## src/mesh_relay_suppressor_macros.svh

```systemverilog
// Assertion helpers for the relay suppressor.
`ifndef MESH_RELAY_SUPPRESSOR_MACROS_SVH
`define MESH_RELAY_SUPPRESSOR_MACROS_SVH

// Same-cycle implication, checked outside reset.
`define MRS_ASSERT_NOW(label, ante, cons, msg) \
  label: assert property (@(posedge clk) disable iff (rst) (ante) |-> (cons)) else $error(msg);

// Next-cycle implication, checked outside reset.
`define MRS_ASSERT_NEXT(label, ante, cons, msg) \
  label: assert property (@(posedge clk) disable iff (rst) (ante) |=> (cons)) else $error(msg);

`endif

```

## src/mrs_pkg.sv

```systemverilog
package mrs_pkg;

  localparam int SLOTS     = 8;
  localparam int SLOT_W    = 3;
  localparam int FRAME_MAX = 64;
  localparam int BYTE_W    = 6;
  localparam int LEN_W     = 7;
  localparam int FADDR_W   = SLOT_W + BYTE_W;

  localparam logic [2:0] FN_FIRST = 3'd0;
  localparam logic [2:0] FN_WRITE = 3'd1;
  localparam logic [2:0] FN_DUP   = 3'd2;
  localparam logic [2:0] FN_TICK  = 3'd3;
  localparam logic [2:0] FN_READ  = 3'd4;

  localparam logic [1:0] REG_JMIN   = 2'd0;
  localparam logic [1:0] REG_JMAX   = 2'd1;
  localparam logic [1:0] REG_THRESH = 2'd2;

  localparam logic [31:0] HASH_GOLD = 32'h9E37_79B1;
  localparam logic [31:0] HASH_MUL  = 32'd31;
  localparam logic [31:0] HASH_MIX  = 32'h2C1B_3C6D;
  localparam int          HASH_SH1  = 15;
  localparam int          HASH_SH2  = 12;
  localparam logic [7:0]  DUP_SAT   = 8'hFF;

  typedef struct packed {
    logic [2:0]  func;
    logic [47:0] sender_mac;
    logic [15:0] seq_num;
    logic [15:0] frame_len;
    logic [31:0] now_ms;
    logic [2:0]  slot_index;
    logic [5:0]  byte_index;
    logic [7:0]  byte_value;
  } req_t;

  typedef struct packed {
    logic        relay_now;
    logic [2:0]  slot_out;
    logic [47:0] out_mac;
    logic [15:0] out_seq;
    logic [6:0]  out_len;
    logic [7:0]  read_byte;
    logic        last;
  } rsp_t;

  typedef struct packed {
    logic [47:0]      mac;
    logic [15:0]      seq;
    logic [7:0]       dup;
    logic [31:0]      fire;
    logic [LEN_W-1:0] len;
  } slot_entry_t;

  typedef struct packed {
    logic              re;
    logic              we;
    logic [SLOT_W-1:0] addr;
    slot_entry_t       wdata;
  } slot_req_t;

  typedef struct packed {
    logic               re;
    logic               we;
    logic [FADDR_W-1:0] addr;
    logic [7:0]         wdata;
  } frame_req_t;

endpackage

```

## src/mrs_slot_ram.sv

```systemverilog
module mrs_slot_ram
  import mrs_pkg::*;
(
  input  logic        clk,
  input  slot_req_t   req,
  output slot_entry_t rdata
);

  slot_entry_t mem [SLOTS];

  always_ff @(posedge clk) begin
    if (req.we) begin
      mem[req.addr] <= req.wdata;
    end
    if (req.re) begin
      rdata <= mem[req.addr];
    end
  end

endmodule

```

## config.mk

```make
export PLATFORM = sky130hd
export DESIGN_NAME = mrs_slot_ram
export DESIGN_NICKNAME = d
export VERILOG_FILES = /design/src/mesh_relay_suppressor_macros.svh /design/src/mrs_pkg.sv /design/src/mrs_slot_ram.sv
export SDC_FILE = /design/constraint.sdc
export NUM_CORES = 1
export LEC_CHECK = 0
export ABC_CLOCK_PERIOD_IN_PS = 17000
export BUFFER_PORTS_ARGS = -buffer_cell sky130_fd_sc_hd__buf_2
export CAP_MARGIN = 20
export CORE_ASPECT_RATIO = 1.5
export CORE_MARGIN = 2
export CORE_UTILIZATION = 65
export CTS_CLUSTER_SIZE = 24
export DETAILED_ROUTE_END_ITERATION = 16
export GPL_TIMING_DRIVEN = 0
export PLACE_DENSITY = 0.85
export SYNTH_ARGS = -nofsm -noshare
export SYNTH_HDL_FRONTEND = slang
export SYNTH_SLANG_ARGS = --single-unit
```

## constraint.sdc

```tcl
create_clock -name clk -period 17 [get_ports clk]
set_input_delay 0.85 -clock clk [delete_from_list [all_inputs] [get_ports clk]]
set_output_delay 0.85 -clock clk [all_outputs]
set_load 0.01 [all_outputs]
```

==> impl_metrics.toml <==
[grt]
grt_use_total = 0.286
antenna_found_initial = 22
first_global_vias = 18500
grt_pass1_wl_mm = 119
gr-total-overflow = 0
grt_max_degree = 63

[timing]
slew_headroom = 0.324
layout_min_cycle_time_ps = 3800
hold_viol_final = 0
max_slew.worst_pin.slew_ps = 1010
post-route-period-util = 0.224
slew_viol_final = 0
finalSetupViolCount = 0
rsz0062_at_grt = "false"
max_freq_ghz = 0.263
skew_ps = 30.8

[worst_setup_path]
crit_path_max_incr_delay_ps = 680
cp_num_buf_inv = 6
critPathKind = "in -> reg"
worstSetupEndpointType = "register"
crit_chain = "buf_2 -> clkbuf_1 -> clkbuf_1 -> nand2_1 -> nor2_4 -> buf_12 -> buf_12 -> buf_12"
r2r_end = "rdata[50]"
cp.arrival_ps = 4090
critPathLaunchType = "input pin"
cp_slowest_cell = "nor2_4"
crit_family = "buffers and inverters"
ff2ff_setup_slack_ps = 15530
ff2ff_path_depth = 2
r2r_start = "mem[7][50]"
critPathRequiredTime_ps = 17280
cp_max_fo = 20
crit_top_cell = "buf_12"

[cts]
cts_root_buf = "clkbuf_16"
ctsHoldBuffers = 0
clockBufferDepth = 3
worstSkewPairLatency_ps = 610
cts_tree = "done"
postCtsSetupRepairBufs = 0
cts_sinks = 999
cts_max_level = 3
cts_buffers = 83
cts.clk_slew.worst_paths_ps = 60
post_cts_resized = 0

[floorplanning]
initial_core_util = 0.654
rows = 107
die-area_um2 = 58800
die_w_um = 199
die_h_um = 296
core_area_um2 = 56500
io_pins = 228

[power]
vdd_drop_max_mv = 0.0957
p_leak_nw = 14.0
p_per_area_nw_per_um2 = 116
finalPower_mw = 4.98

[logic_synthesis]
synth_seq_cells = 999
syn_area_per_cell_um2 = 23.5
synth_cell_types = 24
netlist_top_cells_area = "edfxtp_1 81%, mux4_2 9.3%, mux2_2 5.5%, a22oi_1 1.4%, o211ai_1 0.67%"
synth_seq_area_share = 0.812
yosysTopAreaCell = "edfxtp_1"
yosys.area.top_type_share = 0.812
syn_nets = 1687
synth_area_um2 = 36900
ys_warn_count = 0
syn_inst = 1570

[drt]
dr.pass1.iters = 5
vias_per_cell = 6.41
drt-initial-drc-count = 2009
wl_mm = 82.4
ant_nets = 0
wl_per_cell_um = 29.5
drc = 0
vias = 17900

[finish]
final_util = 0.757
final_common_cell = "edfxtp_1"
layout-drive-gt1-share = 0.395
mostFrequentLayoutCells = "999 x edfxtp_1, 252 x buf_2, 179 x mux2_2, 152 x mux4_2, 84 x clkbuf_16"
areaGrowthSynthToFinish_pct = 15.8
nNetsFinal = 2075

[worst_hold_path]
hold_end = "mem[3][54]"
min_path_cells = 1
min_from = "req[54]"
min_path_type = "in -> reg"

[outcome]
status = "finished clean"

[job]
drv_cap = 0

[placed_design]
dp.final_hpwl_mm = 51.4
io_buffer_count = 225
place.gp.congestion = 0.756
==> area by class of cell <==
type                       instances  area (um^2)
buffer                            79          448
sequential                       999        30000
multi-input combinational        490         6520
antenna                           15         37.5
fill                            2895        13700
inverter                           2         7.51
clock inverter                    45          403
tap                              763          955
clock buffer                      99         2160
timing repair buffer             303         2240
==> worst register-to-register path, stage by stage (launching register included) <==
cell,delay (ps)
edfxtp_1,420
mux4_2,520
mux2_2,280
==> worst max-delay path by stage <==
stage | cells after the start | start | endpoint
global placement | 4 | req[112] | mem[2][46]
floorplan | 6 | req[111] | mem[0][0]
finish | 8 | req[112] | mem[3][25]
detailed placement | 8 | req[112] | mem[3][41]
CTS | 8 | req[112] | mem[3][25]
global route | 8 | req[112] | mem[3][26]
==> layer usage <==
metal | up-vias | global-route usage | wire length [um]
li1 | 7400 | - | -
met1 | 9246 | 0.376 | 29400
met2 | 1057 | 0.484 | 43100
met3 | 190 | 0.0524 | 7030
met4 | 20 | 0.104 | 2680
met5 | - | 0 | 114
==> power breakdown <==
part | internal, mW | leakage [nW] | switching, mW | total, mW
clock network | 1.01 | 1.25 | 0.832 | 1.84
logic | 0.128 | 3.63 | 0.168 | 0.296
registers | 2.81 | 9.16 | 0.0282 | 2.84
==> Yosys cell counts <==
cell      count
a211o_1       1
a21boi_0      1
a221oi_1      2
a22oi_1      68
and2_1        1
buf_1         4
buf_2        28
buf_4         1
buf_6        15
clkbuf_1     31
edfxtp_1    999
inv_1         2
mux2_2      179
mux2i_1       1
mux4_2      152
nand2_1      37
nand2b_1      1
nor2_1        4
nor2b_1       3
nor3_1        4
nor3_2        1
o211ai_1     33
o21ai_0       1
o311ai_0      1
==> flip-flops by register name, indices dropped and copies added (netlist names) <==
name / cells
rdata: 111
mem: 888
==> logic make-up after synthesis <==
logic type	count (synthesis)	synth area share
muxes	332	0.148
and+or+nand+nor	51	0.00583
AOI/OAI and AO/OA	107	0.0218
DFF	999	0.812
buffers and inverters	81	0.0123
==> metrics by stage <==
step | cell area [um^2] | hold WS [ps] | cells | setup TNS, ps | setup WS, ps
final | 42800 | 509 | 2795 | 0 | 13200
after CTS | 42700 | 478 | 2779 | 0 | 13240
after detailed placement | 40200 | 532 | 2635 | 0 | 12610
after floorplan | 36900 | 514 | 1570 | 0 | 7100
after global placement | 39000 | 520 | 2558 | -459380 | -1440
after global routing | 42700 | 494 | 2788 | 0 | 13120
Note: power is estimated with default switching activity, not from simulation.
