## config.mk

```make
export PLATFORM = sky130hd
export DESIGN_NAME = mrs_frame_ram
export DESIGN_NICKNAME = d
export VERILOG_FILES = /design/src/mesh_relay_suppressor_macros.svh /design/src/mrs_pkg.sv /design/src/mrs_frame_ram.sv
export SDC_FILE = /design/constraint.sdc
export NUM_CORES = 2
export LEC_CHECK = 0
export BUFFER_PORTS_ARGS = -buffer_cell sky130_fd_sc_hd__buf_2
export CELL_PAD_IN_SITES_DETAIL_PLACEMENT = 0
export CELL_PAD_IN_SITES_GLOBAL_PLACEMENT = 1
export CORE_MARGIN = 2
export CORE_UTILIZATION = 60
export DETAILED_ROUTE_END_ITERATION = 8
export PLACE_DENSITY_LB_ADDON = 0.1
export SYNTH_ARGS = -nofsm -noshare
export SYNTH_HDL_FRONTEND = slang
export SYNTH_SLANG_ARGS = --single-unit
```

## constraint.sdc

```tcl
create_clock -name clk -period 5.3 [get_ports clk]
set_clock_uncertainty 0.1 [all_clocks]
set_input_delay 0.265 -clock clk [delete_from_list [all_inputs] [get_ports clk]]
set_output_delay 0.265 -clock clk [all_outputs]
set_load 0.02 [all_outputs]
```

## src/mesh_relay_suppressor_macros.svh

```systemverilog
// Assertion helpers for the relay suppressor.
`ifndef MESH_RELAY_SUPPRESSOR_MACROS_SVH
`define MESH_RELAY_SUPPRESSOR_MACROS_SVH

// Same-cycle implication, checked outside reset.
`define MRS_ASSERT_NOW(label, ante, cons, msg) \
  label: assert property (@(posedge clk) disable iff (rst) (ante) |-> (cons)) else $error(msg);

// Next-cycle implication, checked outside reset.
`define MRS_ASSERT_NEXT(label, ante, cons, msg) \
  label: assert property (@(posedge clk) disable iff (rst) (ante) |=> (cons)) else $error(msg);

`endif

```

## src/mrs_pkg.sv

```systemverilog
package mrs_pkg;

  localparam int SLOTS     = 8;
  localparam int SLOT_W    = 3;
  localparam int FRAME_MAX = 64;
  localparam int BYTE_W    = 6;
  localparam int LEN_W     = 7;
  localparam int FADDR_W   = SLOT_W + BYTE_W;

  localparam logic [2:0] FN_FIRST = 3'd0;
  localparam logic [2:0] FN_WRITE = 3'd1;
  localparam logic [2:0] FN_DUP   = 3'd2;
  localparam logic [2:0] FN_TICK  = 3'd3;
  localparam logic [2:0] FN_READ  = 3'd4;

  localparam logic [1:0] REG_JMIN   = 2'd0;
  localparam logic [1:0] REG_JMAX   = 2'd1;
  localparam logic [1:0] REG_THRESH = 2'd2;

  localparam logic [31:0] HASH_GOLD = 32'h9E37_79B1;
  localparam logic [31:0] HASH_MUL  = 32'd31;
  localparam logic [31:0] HASH_MIX  = 32'h2C1B_3C6D;
  localparam int          HASH_SH1  = 15;
  localparam int          HASH_SH2  = 12;
  localparam logic [7:0]  DUP_SAT   = 8'hFF;

  typedef struct packed {
    logic [2:0]  func;
    logic [47:0] sender_mac;
    logic [15:0] seq_num;
    logic [15:0] frame_len;
    logic [31:0] now_ms;
    logic [2:0]  slot_index;
    logic [5:0]  byte_index;
    logic [7:0]  byte_value;
  } req_t;

  typedef struct packed {
    logic        relay_now;
    logic [2:0]  slot_out;
    logic [47:0] out_mac;
    logic [15:0] out_seq;
    logic [6:0]  out_len;
    logic [7:0]  read_byte;
    logic        last;
  } rsp_t;

  typedef struct packed {
    logic [47:0]      mac;
    logic [15:0]      seq;
    logic [7:0]       dup;
    logic [31:0]      fire;
    logic [LEN_W-1:0] len;
  } slot_entry_t;

  typedef struct packed {
    logic              re;
    logic              we;
    logic [SLOT_W-1:0] addr;
    slot_entry_t       wdata;
  } slot_req_t;

  typedef struct packed {
    logic               re;
    logic               we;
    logic [FADDR_W-1:0] addr;
    logic [7:0]         wdata;
  } frame_req_t;

endpackage

```

## src/mrs_frame_ram.sv

```systemverilog
module mrs_frame_ram
  import mrs_pkg::*;
(
  input  logic       clk,
  input  frame_req_t req,
  output logic [7:0] rdata
);

  logic [7:0] mem [SLOTS * FRAME_MAX];

  always_ff @(posedge clk) begin
    if (req.we) begin
      mem[req.addr] <= req.wdata;
    end
    if (req.re) begin
      rdata <= mem[req.addr];
    end
  end

endmodule

```

==> flow_summary_export.csv <==
group,metric,value,unit
run_status,outcome,"completed",
global_routing,antenna_violations_before_repair,40,
final_layout,fin_cells,11714,
power,p_seq_share,53.6,%
logic_synthesis,avgSynthCellArea,20.9,um^2
routing,drc,0,
timing,finalHoldViolCount,0,
placed_design,dpl.cell_count,10967,
worst_setup_path,crit_path_top_delay_cell,"sky130_fd_sc_hd__nor3_1",
logic_synthesis,synth.yosys.seq_area_share,77.8,%
logic_synthesis,synth_enable_flop_cells,4104,
worst_setup_path,cp-start-kind,"flop",
worst_setup_path,critical_path_peak_fanout,1,
routing,route.final.wire_length,436000,um
timing,fmaxAchievable,239,MHz
power,power.static_leakage,0.0554,uW
placed_design,routabilityCongestion,0.953,
worst_setup_path,crit_family,"simple AND/OR/NAND/NOR gates",
global_routing,grt_start_max_net_pins,179,
final_layout,layout_commonest_cell,"sky130_fd_sc_hd__edfxtp_1",
floorplan,number_of_placement_rows,188,
power,power_frac_comb,4.6,%
placed_design,io_buffer_count,27,
global_routing,global_route_overflow,0,
clock_network,clock_latency,0.94,ns
worst_setup_path,critical_path_capture_point_type,"flop",
routing,post_drt_via_cell_ratio,7.00,
final_layout,post_route_cells_drive_above_1_share,22.1,%
logic_synthesis,syn-instance-count,7575,
power,cellInternalPower,52600,uW
routing,dr_total_vias,81954,
logic_synthesis,synth.lib_cells_used.distinct,66,
power,p_sw,14200,uW
clock_network,tritoncts,"built",
routing,drt_pass1_iterations,6,
routing,drt-wirelength-per-cell,37.2,um
logic_synthesis,post_synthesis_share_of_cell_area_spent_on_full_adders_half_adders_and_majority_gates,0,%
floorplan,floorplan.io_pins,28,
global_routing,grt_resource_usage_total,32.4,%
timing,timing.final.setup_violations,0,
clock_network,maximum_buffer_depth_of_the_clock_tree,4,
routing,drt_iter0_drc,12707,
power,clock_power_share,41.9,%
timing,tmin_final,4.18,ns
worst_setup_path,critical-path-max-stage-delay,0.89,ns
logic_synthesis,syn_area,158000,um^2
floorplan,die_height,518,um
floorplan,initial_utilization,60.4,%
worst_setup_path,cell_breakdown_of_the_critical_path,"mux4_2 -> a22o_1 -> a221oi_1 -> a31oi_1 -> or4_1 -> nor3_1 -> nand4_1",
worst_setup_path,critPathArrivalTime,4.71,ns
floorplan,chipWidth,518,um
timing,timing.max_slew.rel_slack,12.6,%
logic_synthesis,post_synth_mux_area_share,14.5,%
final_layout,syn_to_final_growth,11.7,%
timing,timing_worst_slew_pin_value,1.31,ns
power,power.total,66800,uW
logic_synthesis,synth_fp_nets,7595,
clock_network,clock-sinks,4104,
logic_synthesis,flop_and_latch_count_out_of_synthesis,4104,
logic_synthesis,synthesized_area_fraction_occupied_by_ao_oa_aoi_and_oai_cells,3.42,%
timing,grt_setup_unrepaired,"false",
clock_network,h-tree-depth,5,
floorplan,design.die.area,268000,um^2
placed_design,post-dp-hpwl,272000,um
worst_setup_path,required,5.83,ns
logic_synthesis,yosysWarnings,0,
timing,timing.final.crit_share,78.9,%
final_layout,finish.net_count,7890,
clock_network,cts_made_buffers,407,
hold_path,class_of_the_most_critical_hold_timing_path,"input port to flop",
logic_synthesis,combinational_family_with_the_most_area_after_synthesis,"multiplexers",
logic_synthesis,synth_simple_gate_area_share,2.73,%
run,max_cap_viol_count,0,
clock_network,cts_setup_buffers,0,
global_routing,first_global_vias,79580,
routing,final_ant_viol_nets,0,
logic_synthesis,ys_async_sr_fraction,0,%
global_routing,grt_first_pass_wirelength,613000,um
worst_setup_path,cp_num_buf_inv,0,
timing,finalMaxSlewViolations,0,
power,ir_worst_vdd,0.000359,V
power,power.share.switching,21.2,%
final_layout,layout.cells.most_common_list,"sky130_fd_sc_hd__edfxtp_1, sky130_fd_sc_hd__mux4_2, sky130_fd_sc_hd__nor2_1",
clock_network,clk_transition_reported_paths,0.07,ns
logic_synthesis,yosys.area_share.xor_xnor,0,%
power,powerDensity,377,nW/um^2
clock_network,clk_root_buffer_cell,"sky130_fd_sc_hd__clkbuf_16",
floorplan,fp.coreArea,263000,um^2
worst_setup_path,setup.worst_path.class,"flop to flop",
logic_synthesis,synth_ff_type,"sky130_fd_sc_hd__edfxtp_1",
==> synth_stat cells (25+ instances only) <==
cell type / count / share of area (%)
sky130_fd_sc_hd__a211oi_1: 36 / 0.17
sky130_fd_sc_hd__buf_2: 182 / 0.57
sky130_fd_sc_hd__mux2i_1: 434 / 2.7
sky130_fd_sc_hd__o22ai_1: 118 / 0.47
sky130_fd_sc_hd__nor2_1: 548 / 1.3
sky130_fd_sc_hd__nand4_1: 47 / 0.19
sky130_fd_sc_hd__and3_1: 25 / 0.099
sky130_fd_sc_hd__edfxtp_1: 4104 / 78
sky130_fd_sc_hd__nor4_1: 38 / 0.15
sky130_fd_sc_hd__a32oi_1: 26 / 0.14
sky130_fd_sc_hd__buf_4: 56 / 0.27
sky130_fd_sc_hd__o21ai_0: 45 / 0.14
sky130_fd_sc_hd__a22oi_1: 180 / 0.85
sky130_fd_sc_hd__a31oi_1: 76 / 0.30
sky130_fd_sc_hd__a21oi_1: 77 / 0.24
sky130_fd_sc_hd__a22o_1: 47 / 0.26
sky130_fd_sc_hd__a221oi_1: 91 / 0.50
sky130_fd_sc_hd__mux4_2: 816 / 12
sky130_fd_sc_hd__nand2_1: 130 / 0.31
sky130_fd_sc_hd__clkbuf_1: 196 / 0.46
sky130_fd_sc_hd__nor2b_1: 25 / 0.099
sky130_fd_sc_hd__nand3_1: 47 / 0.15
==> cell type report <==
type / instances / area (um^2)
Clock buffer: 490 / 10600
Inverter: 4 / 20.0
Multi-Input combinational cell: 2984 / 33000
Clock inverter: 238 / 2130
Timing Repair Buffer: 369 / 3520
Tap cell: 3515 / 4400
Fill cell: 16736 / 85500
Antenna cell: 10 / 25.0
Sequential cell: 4104 / 123000
==> worst reg2reg max path, delay by kind of cell (launching register included) <==
family	cells	cell delay [ns]
simple gates	3	1.79
compound gates	3	1.12
mux	1	0.47
flops	1	0.39
==> logic make-up (layout without fill, tap and decap cells) <==
logic type	count (synthesis)	count (layout)
AND/OR/NAND/NOR	958	958
buffers and inverters	487	1101
other	0	10
flip-flops	4104	4104
multiplexers	1268	1268
AO/OA/AOI/OAI	758	758
==> power by group through the flow <==
stage / combinational [uW] / sequential, uW / clock (uW)
finish: 3050 / 35800 / 28000
global placement: 2970 / 36500 / 0
detailed placement: 3010 / 36500 / 0
floorplan: 1490 / 36500 / 0
global route: 3150 / 35800 / 29400
CTS: 3020 / 35800 / 28100
==> timing repair <==
action | in CTS | in global routing
endpoints found under the setup margin | 0 | 0
gates resized for setup | 0 | 0
endpoints found under the hold margin | 745 | 0
hold buffers | 9 | 0
==> per-layer routing <==
metal | global-route usage, % | vias to the layer above | wire length (um)
met5 | 0 | - | 226
met4 | 10.3 | 28 | 16000
met3 | 7.74 | 849 | 52400
met2 | 48.1 | 5190 | 199000
met1 | 48.4 | 43493 | 168000
li1 | - | 32394 | -
==> state kept, by name, indices dropped and copies added (netlist names) <==
| signal | count |
|---|---|
| rdata | 8 |
| mem | 4096 |
==> worst paths after layout <==
kind	startpoint	to	slack, ns	cells past startpoint
worst min-delay path	req[17]	mem[62][6]	0.19	3
worst min register to register	mem[402][7]	rdata[7]	0.82	4
worst max register to register	mem[8][2]	rdata[2]	1.12	7
worst max-delay path	mem[8][2]	rdata[2]	1.12	7
==> per-stage QoR <==
step	instance area (um^2)	util, %	setup TNS, ns	hold slack (ns)	setup slack, ns
after floorplan	158000	-	0	0.264	2.49
after global placement	164000	62.5	-0.0666	0.633	-0.0666
after detailed placement	164000	62.5	0	0.644	0.380
after CTS	177000	67.4	0	0.143	1.15
after global routing	177000	67.4	0	0.169	1.10
final	177000	67.4	0	0.194	1.12
Note: power is estimated with default switching activity, not from simulation.
