<file path="src/mesh_relay_suppressor_macros.svh">
// Assertion helpers for the relay suppressor.
`ifndef MESH_RELAY_SUPPRESSOR_MACROS_SVH
`define MESH_RELAY_SUPPRESSOR_MACROS_SVH

// Same-cycle implication, checked outside reset.
`define MRS_ASSERT_NOW(label, ante, cons, msg) \
  label: assert property (@(posedge clk) disable iff (rst) (ante) |-> (cons)) else $error(msg);

// Next-cycle implication, checked outside reset.
`define MRS_ASSERT_NEXT(label, ante, cons, msg) \
  label: assert property (@(posedge clk) disable iff (rst) (ante) |=> (cons)) else $error(msg);

`endif

</file>
<file path="src/mrs_pkg.sv">
package mrs_pkg;

  localparam int SLOTS     = 8;
  localparam int SLOT_W    = 3;
  localparam int FRAME_MAX = 64;
  localparam int BYTE_W    = 6;
  localparam int LEN_W     = 7;
  localparam int FADDR_W   = SLOT_W + BYTE_W;

  localparam logic [2:0] FN_FIRST = 3'd0;
  localparam logic [2:0] FN_WRITE = 3'd1;
  localparam logic [2:0] FN_DUP   = 3'd2;
  localparam logic [2:0] FN_TICK  = 3'd3;
  localparam logic [2:0] FN_READ  = 3'd4;

  localparam logic [1:0] REG_JMIN   = 2'd0;
  localparam logic [1:0] REG_JMAX   = 2'd1;
  localparam logic [1:0] REG_THRESH = 2'd2;

  localparam logic [31:0] HASH_GOLD = 32'h9E37_79B1;
  localparam logic [31:0] HASH_MUL  = 32'd31;
  localparam logic [31:0] HASH_MIX  = 32'h2C1B_3C6D;
  localparam int          HASH_SH1  = 15;
  localparam int          HASH_SH2  = 12;
  localparam logic [7:0]  DUP_SAT   = 8'hFF;

  typedef struct packed {
    logic [2:0]  func;
    logic [47:0] sender_mac;
    logic [15:0] seq_num;
    logic [15:0] frame_len;
    logic [31:0] now_ms;
    logic [2:0]  slot_index;
    logic [5:0]  byte_index;
    logic [7:0]  byte_value;
  } req_t;

  typedef struct packed {
    logic        relay_now;
    logic [2:0]  slot_out;
    logic [47:0] out_mac;
    logic [15:0] out_seq;
    logic [6:0]  out_len;
    logic [7:0]  read_byte;
    logic        last;
  } rsp_t;

  typedef struct packed {
    logic [47:0]      mac;
    logic [15:0]      seq;
    logic [7:0]       dup;
    logic [31:0]      fire;
    logic [LEN_W-1:0] len;
  } slot_entry_t;

  typedef struct packed {
    logic              re;
    logic              we;
    logic [SLOT_W-1:0] addr;
    slot_entry_t       wdata;
  } slot_req_t;

  typedef struct packed {
    logic               re;
    logic               we;
    logic [FADDR_W-1:0] addr;
    logic [7:0]         wdata;
  } frame_req_t;

endpackage

</file>
<file path="src/mrs_jitter.sv">
module mrs_jitter
  import mrs_pkg::*;
(
  input  logic        clk,
  input  logic        rst,
  input  logic        start,
  input  logic [47:0] mac,
  input  logic [15:0] seq,
  input  logic [15:0] jmin,
  input  logic [15:0] jmax,
  output logic        done,
  output logic [16:0] delay
);

  localparam logic [2:0] P_IDLE = 3'd0;
  localparam logic [2:0] P_SEED = 3'd1;
  localparam logic [2:0] P_BYTE = 3'd2;
  localparam logic [2:0] P_MIX1 = 3'd3;
  localparam logic [2:0] P_MUL2 = 3'd4;
  localparam logic [2:0] P_MIX3 = 3'd5;
  localparam logic [2:0] P_DIV  = 3'd6;
  localparam logic [2:0] P_DONE = 3'd7;

  logic [2:0]  phase;
  logic [2:0]  k;
  logic [4:0]  n;
  logic [31:0] h;
  logic [47:0] mac_sh;
  logic [15:0] seq_r;
  logic [15:0] jmin_r;
  logic [16:0] span;
  logic [16:0] rem;
  logic [16:0] trial;

  assign trial = {rem[15:0], h[31]};
  assign done  = (phase == P_DONE);
  assign delay = {1'b0, jmin_r} + rem;

  always_ff @(posedge clk) begin
    if (rst) begin
      phase <= P_IDLE;
    end else begin
      case (phase)
        P_IDLE: begin
          if (start) begin
            mac_sh <= mac;
            seq_r  <= seq;
            jmin_r <= jmin;
            span   <= (jmax >= jmin) ? ({1'b0, jmax} - {1'b0, jmin} + 17'd1) : 17'd1;
            phase  <= P_SEED;
          end
        end
        P_SEED: begin
          h     <= 32'({16'd0, seq_r} * HASH_GOLD);
          k     <= '0;
          phase <= P_BYTE;
        end
        P_BYTE: begin
          h      <= 32'(h * HASH_MUL) + {24'd0, mac_sh[47:40]};
          mac_sh <= {mac_sh[39:0], 8'd0};
          k      <= k + 3'd1;
          if (k == 3'd5) begin
            phase <= P_MIX1;
          end
        end
        P_MIX1: begin
          h     <= h ^ (h >> HASH_SH1);
          phase <= P_MUL2;
        end
        P_MUL2: begin
          h     <= 32'(h * HASH_MIX);
          phase <= P_MIX3;
        end
        P_MIX3: begin
          h     <= h ^ (h >> HASH_SH2);
          rem   <= '0;
          n     <= '0;
          phase <= P_DIV;
        end
        P_DIV: begin
          // restoring remainder, one quotient bit per cycle
          rem <= (trial >= span) ? (trial - span) : trial;
          h   <= {h[30:0], 1'b0};
          n   <= n + 5'd1;
          if (n == 5'd31) begin
            phase <= P_DONE;
          end
        end
        P_DONE: begin
          phase <= P_IDLE;
        end
        default: begin
          phase <= P_IDLE;
        end
      endcase
    end
  end

endmodule

</file>
<file path="config.mk">
export PLATFORM = sky130hd
export DESIGN_NAME = mrs_jitter
export DESIGN_NICKNAME = d
export VERILOG_FILES = /design/src/mesh_relay_suppressor_macros.svh /design/src/mrs_pkg.sv /design/src/mrs_jitter.sv
export SDC_FILE = /design/constraint.sdc
export NUM_CORES = 2
export LEC_CHECK = 0
export BUFFER_PORTS_ARGS = -buffer_cell sky130_fd_sc_hd__buf_2
export CELL_PAD_IN_SITES_DETAIL_PLACEMENT = 2
export CELL_PAD_IN_SITES_GLOBAL_PLACEMENT = 2
export CORE_MARGIN = 2
export CORE_UTILIZATION = 38
export DETAILED_ROUTE_END_ITERATION = 12
export PLACE_DENSITY_LB_ADDON = 0.1
export RECOVER_POWER = 25
export SYNTH_ARGS = -nofsm -noshare
export SYNTH_HDL_FRONTEND = slang
export SYNTH_SLANG_ARGS = --single-unit
</file>
<file path="constraint.sdc">
create_clock -name clk -period 7.2 [get_ports clk]
set_input_delay 1.44 -clock clk [delete_from_list [all_inputs] [get_ports clk]]
set_output_delay 1.44 -clock clk [all_outputs]
set_load 0.01 [all_outputs]
</file>
==> flow_summary.toml <==
[outcome]
status = "finished, violations left"
violations = "capacitance limit, slew limit"

[drt]
wl_mm = 94.19
via_count = 21160
drt_iter0_drc = 934
ant_nets = 0
vias_per_cell = 5.236
drc = 0
wl_per_cell_um = 23.31
first_pass_iters = 5

[synthesis]
synth-edff-count = 154
synth_simple_gate_area_share_pct = 8.353
ys_seq_elements = 157
muxShareOfSynthArea_pct = 0.8876
syn_area_um2 = 28470
synth.avg_cell_area_um2 = 9.839
yosys_warnings = 0
synthArstFlopShare_pct = 0
synth_nets = 3843
synth_top_flop_cell = "edfxtp_1"
synthAdderAreaFrac_pct = 48.53
synth-compound-area-share_pct = 10.50
synthDistinctLibCells = 89
syn_inst = 2894
ys_seq_area_share_pct = 16.45
synthXorXnorAreaFrac_pct = 5.629
synth_top_family_by_area = "adder cells"

[layout]
fin_cells = 4041
nets = 4007
drive_gt1_share_pct = 8.173
area_growth_pct = 10.01
mostFrequentLayoutCell = "inv_1"
fin_util_pct = 42.15
final_cell_mix = "inv_1, fa_1, ha_1, nand2_1, edfxtp_1"
fillCellCount = 8028

[sta]
fin_skew_ns = 0.02238
finalCritPeriodShare_pct = 97.00
finalCriticalPeriod_ns = 6.984
fmax_ghz = 0.1432
hold_viol_final = 0
setup_viol = 0
tightestPinTransition_ns = 2.686
drv_slew = 49
fin_setup_tns_ns = 0
holdWs_ns = 0.5076
rsz0062_at_grt = "yes"
slew_headroom_pct = -79.04

[worst_setup_path]
worst_path_max_delay_cell = "fa_1"
path_cells = "buf_4, ha_1, ha_1, fa_1, fa_1, fa_1, inv_1, fa_1, inv_1, fa_1, inv_1, fa_1, inv_1, ha_1, nand4_1, o21ai_2, a21o_1, a21oi_1, xnor2_1, nor2_1, a2111oi_2"
endpoint_kind = "flip-flop"
crit_top_cell = "fa_1"
cp.arrival_ns = 7.25
required_ns = 7.47
critPathKind = "flip-flop to flip-flop"
worstPathMaxFanout = 5
max_stage_delay_ns = 0.56
crit_path_start_kind = "flip-flop"

[place]
port_buffers = 116
placed_cells = 4005
gp_congestion = 0.9272
dpl.hpwl_mm = 81.09

[clock_network]
cts_tree = "done"
cts_root_buf = "clkbuf_16"
cts_made_buffers = 17
path_clk_slew_ns = 0.08
htreeDepth = 4
holdBufCountCts = 0
cts_buffer_depth = 2
clock_latency_ns = 0.50
cts.sinks = 157

[grt]
grt_max_degree = 53
grt_pass1_vias = 25224
grt_pass1_wl_mm = 149.4
grt-ovfl-total = 0
antenna_found_initial = 3
grt_use_total_pct = 25.49

[min_path]
hold_class = "flip-flop to flip-flop"

[floorplan]
initial_core_util_pct = 38.31
io_pins = 117
rows = 100
dieArea_um2 = 77140
core_area_um2 = 74320
die_y_um = 277.7
die_w_um = 277.7

[run]
cap_violations = 1
## per-stage QoR
stage / worst slack [ns] / instance area (µm²)
2_1_floorplan: 0.3599 / 28480
3_3_place_gp: 0.07505 / 30680
3_5_place_dp: 0.03935 / 30680
4_1_cts: 0.1702 / 31290
5_1_grt: -0.08695 / 31320
6_report: 0.2160 / 31320
## sequential cells by signal, indices dropped and copies added (netlist names)
name	flops
h	32
phase	3
k	3
seq_r	16
mac_sh	48
n	5
span	17
jmin_r	16
rem	17
## worst max-delay path, delay by kind of cell, from the launching register on
| family | cells | cell delay [ns] |
|---|---|---|
| flops | 1 | 0.51 |
| xor+xnor | 1 | 0.52 |
| compound gates | 4 | 0.90 |
| fa+ha+maj | 9 | 4.10 |
| buf+inv | 5 | 0.42 |
| simple gates | 2 | 0.28 |
## Yosys cell counts (all sizes together), types with 6 or more instances
cell / instances / area, µm²
inv: 683 / 2564
ha: 426 / 5330
fa: 424 / 8488
nand2: 213 / 799.5
edfxtp: 154 / 4624
xnor2: 133 / 1165
a21oi: 117 / 589.3
nor2: 112 / 420.4
o21ai: 92 / 479.2
a21o: 51 / 384.1
xor2: 50 / 437.9
clkbuf: 40 / 150.1
nor3: 28 / 140.1
nand2b: 26 / 162.7
mux2i: 23 / 230.2
nor2b: 21 / 131.4
or3: 20 / 130.1
nand3: 19 / 95.09
a221oi: 18 / 163.9
a31oi: 16 / 106.4
and2: 16 / 100.1
o22ai: 16 / 113.9
and3: 14 / 87.58
o21bai: 13 / 101.4
o21a: 11 / 82.58
a211oi: 10 / 80.07
a22oi: 10 / 80.07
o211ai: 10 / 80.07
a311oi: 8 / 70.07
nand4: 8 / 50.05
o221ai: 7 / 61.31
a211o: 6 / 52.55
a21boi: 6 / 45.04
a22o: 6 / 61.31
buf: 6 / 32.53
nor3b: 6 / 45.04
nor4: 6 / 37.54
## path summary, 6_finish.rpt
kind	from	endpoint	slack, ns	depth (start not counted)
max	h[12]	h[20]	0.22	21
min	mac_sh[39]	mac_sh[47]	0.51	2
max reg2reg	h[12]	h[20]	0.22	21
min reg2reg	mac_sh[39]	mac_sh[47]	0.51	2
## timing repair
action	CTS	global route
setup buffers	0	3
setup endpoints to repair	1	7
pin swaps	0	1
gates cloned	0	0
gates resized for setup	1	11
## kinds of logic after synthesis
kind of cell | Yosys count
adder cells (fa/ha/maj) | 850
AND/OR/NAND/NOR | 512
multiplexers | 25
AO/OA/AOI/OAI | 438
buffers and inverters | 729
XOR/XNOR | 183
flip-flops | 157
## layer usage
metal  global-route usage, %  share of wire [%]  vias to the layer above
li1                        -                  -                     9732
met1                   31.95                 43                    11020
met2                   46.35                 51                      304
met3                   3.074                2.8                      102
met4                   6.362                2.4                        2
met5                       0              0.014                        -
## cell type report
class | instances | area (µm²) | share of cell area (%)
repair buffers | 191 | 1115 | 3.559
flip-flops and latches | 157 | 4686 | 14.96
diodes | 1 | 2.502 | 0.007989
inverters | 683 | 2564 | 8.185
well taps | 969 | 1212 | 3.871
clock inverters | 15 | 176.4 | 0.5632
multi-input cells | 2008 | 21140 | 67.50
clock buffers | 17 | 425.4 | 1.358
Power is left out: the tool's default activity adds up to more than one toggle a clock period on the data nets, which glitch-free logic cannot reach.
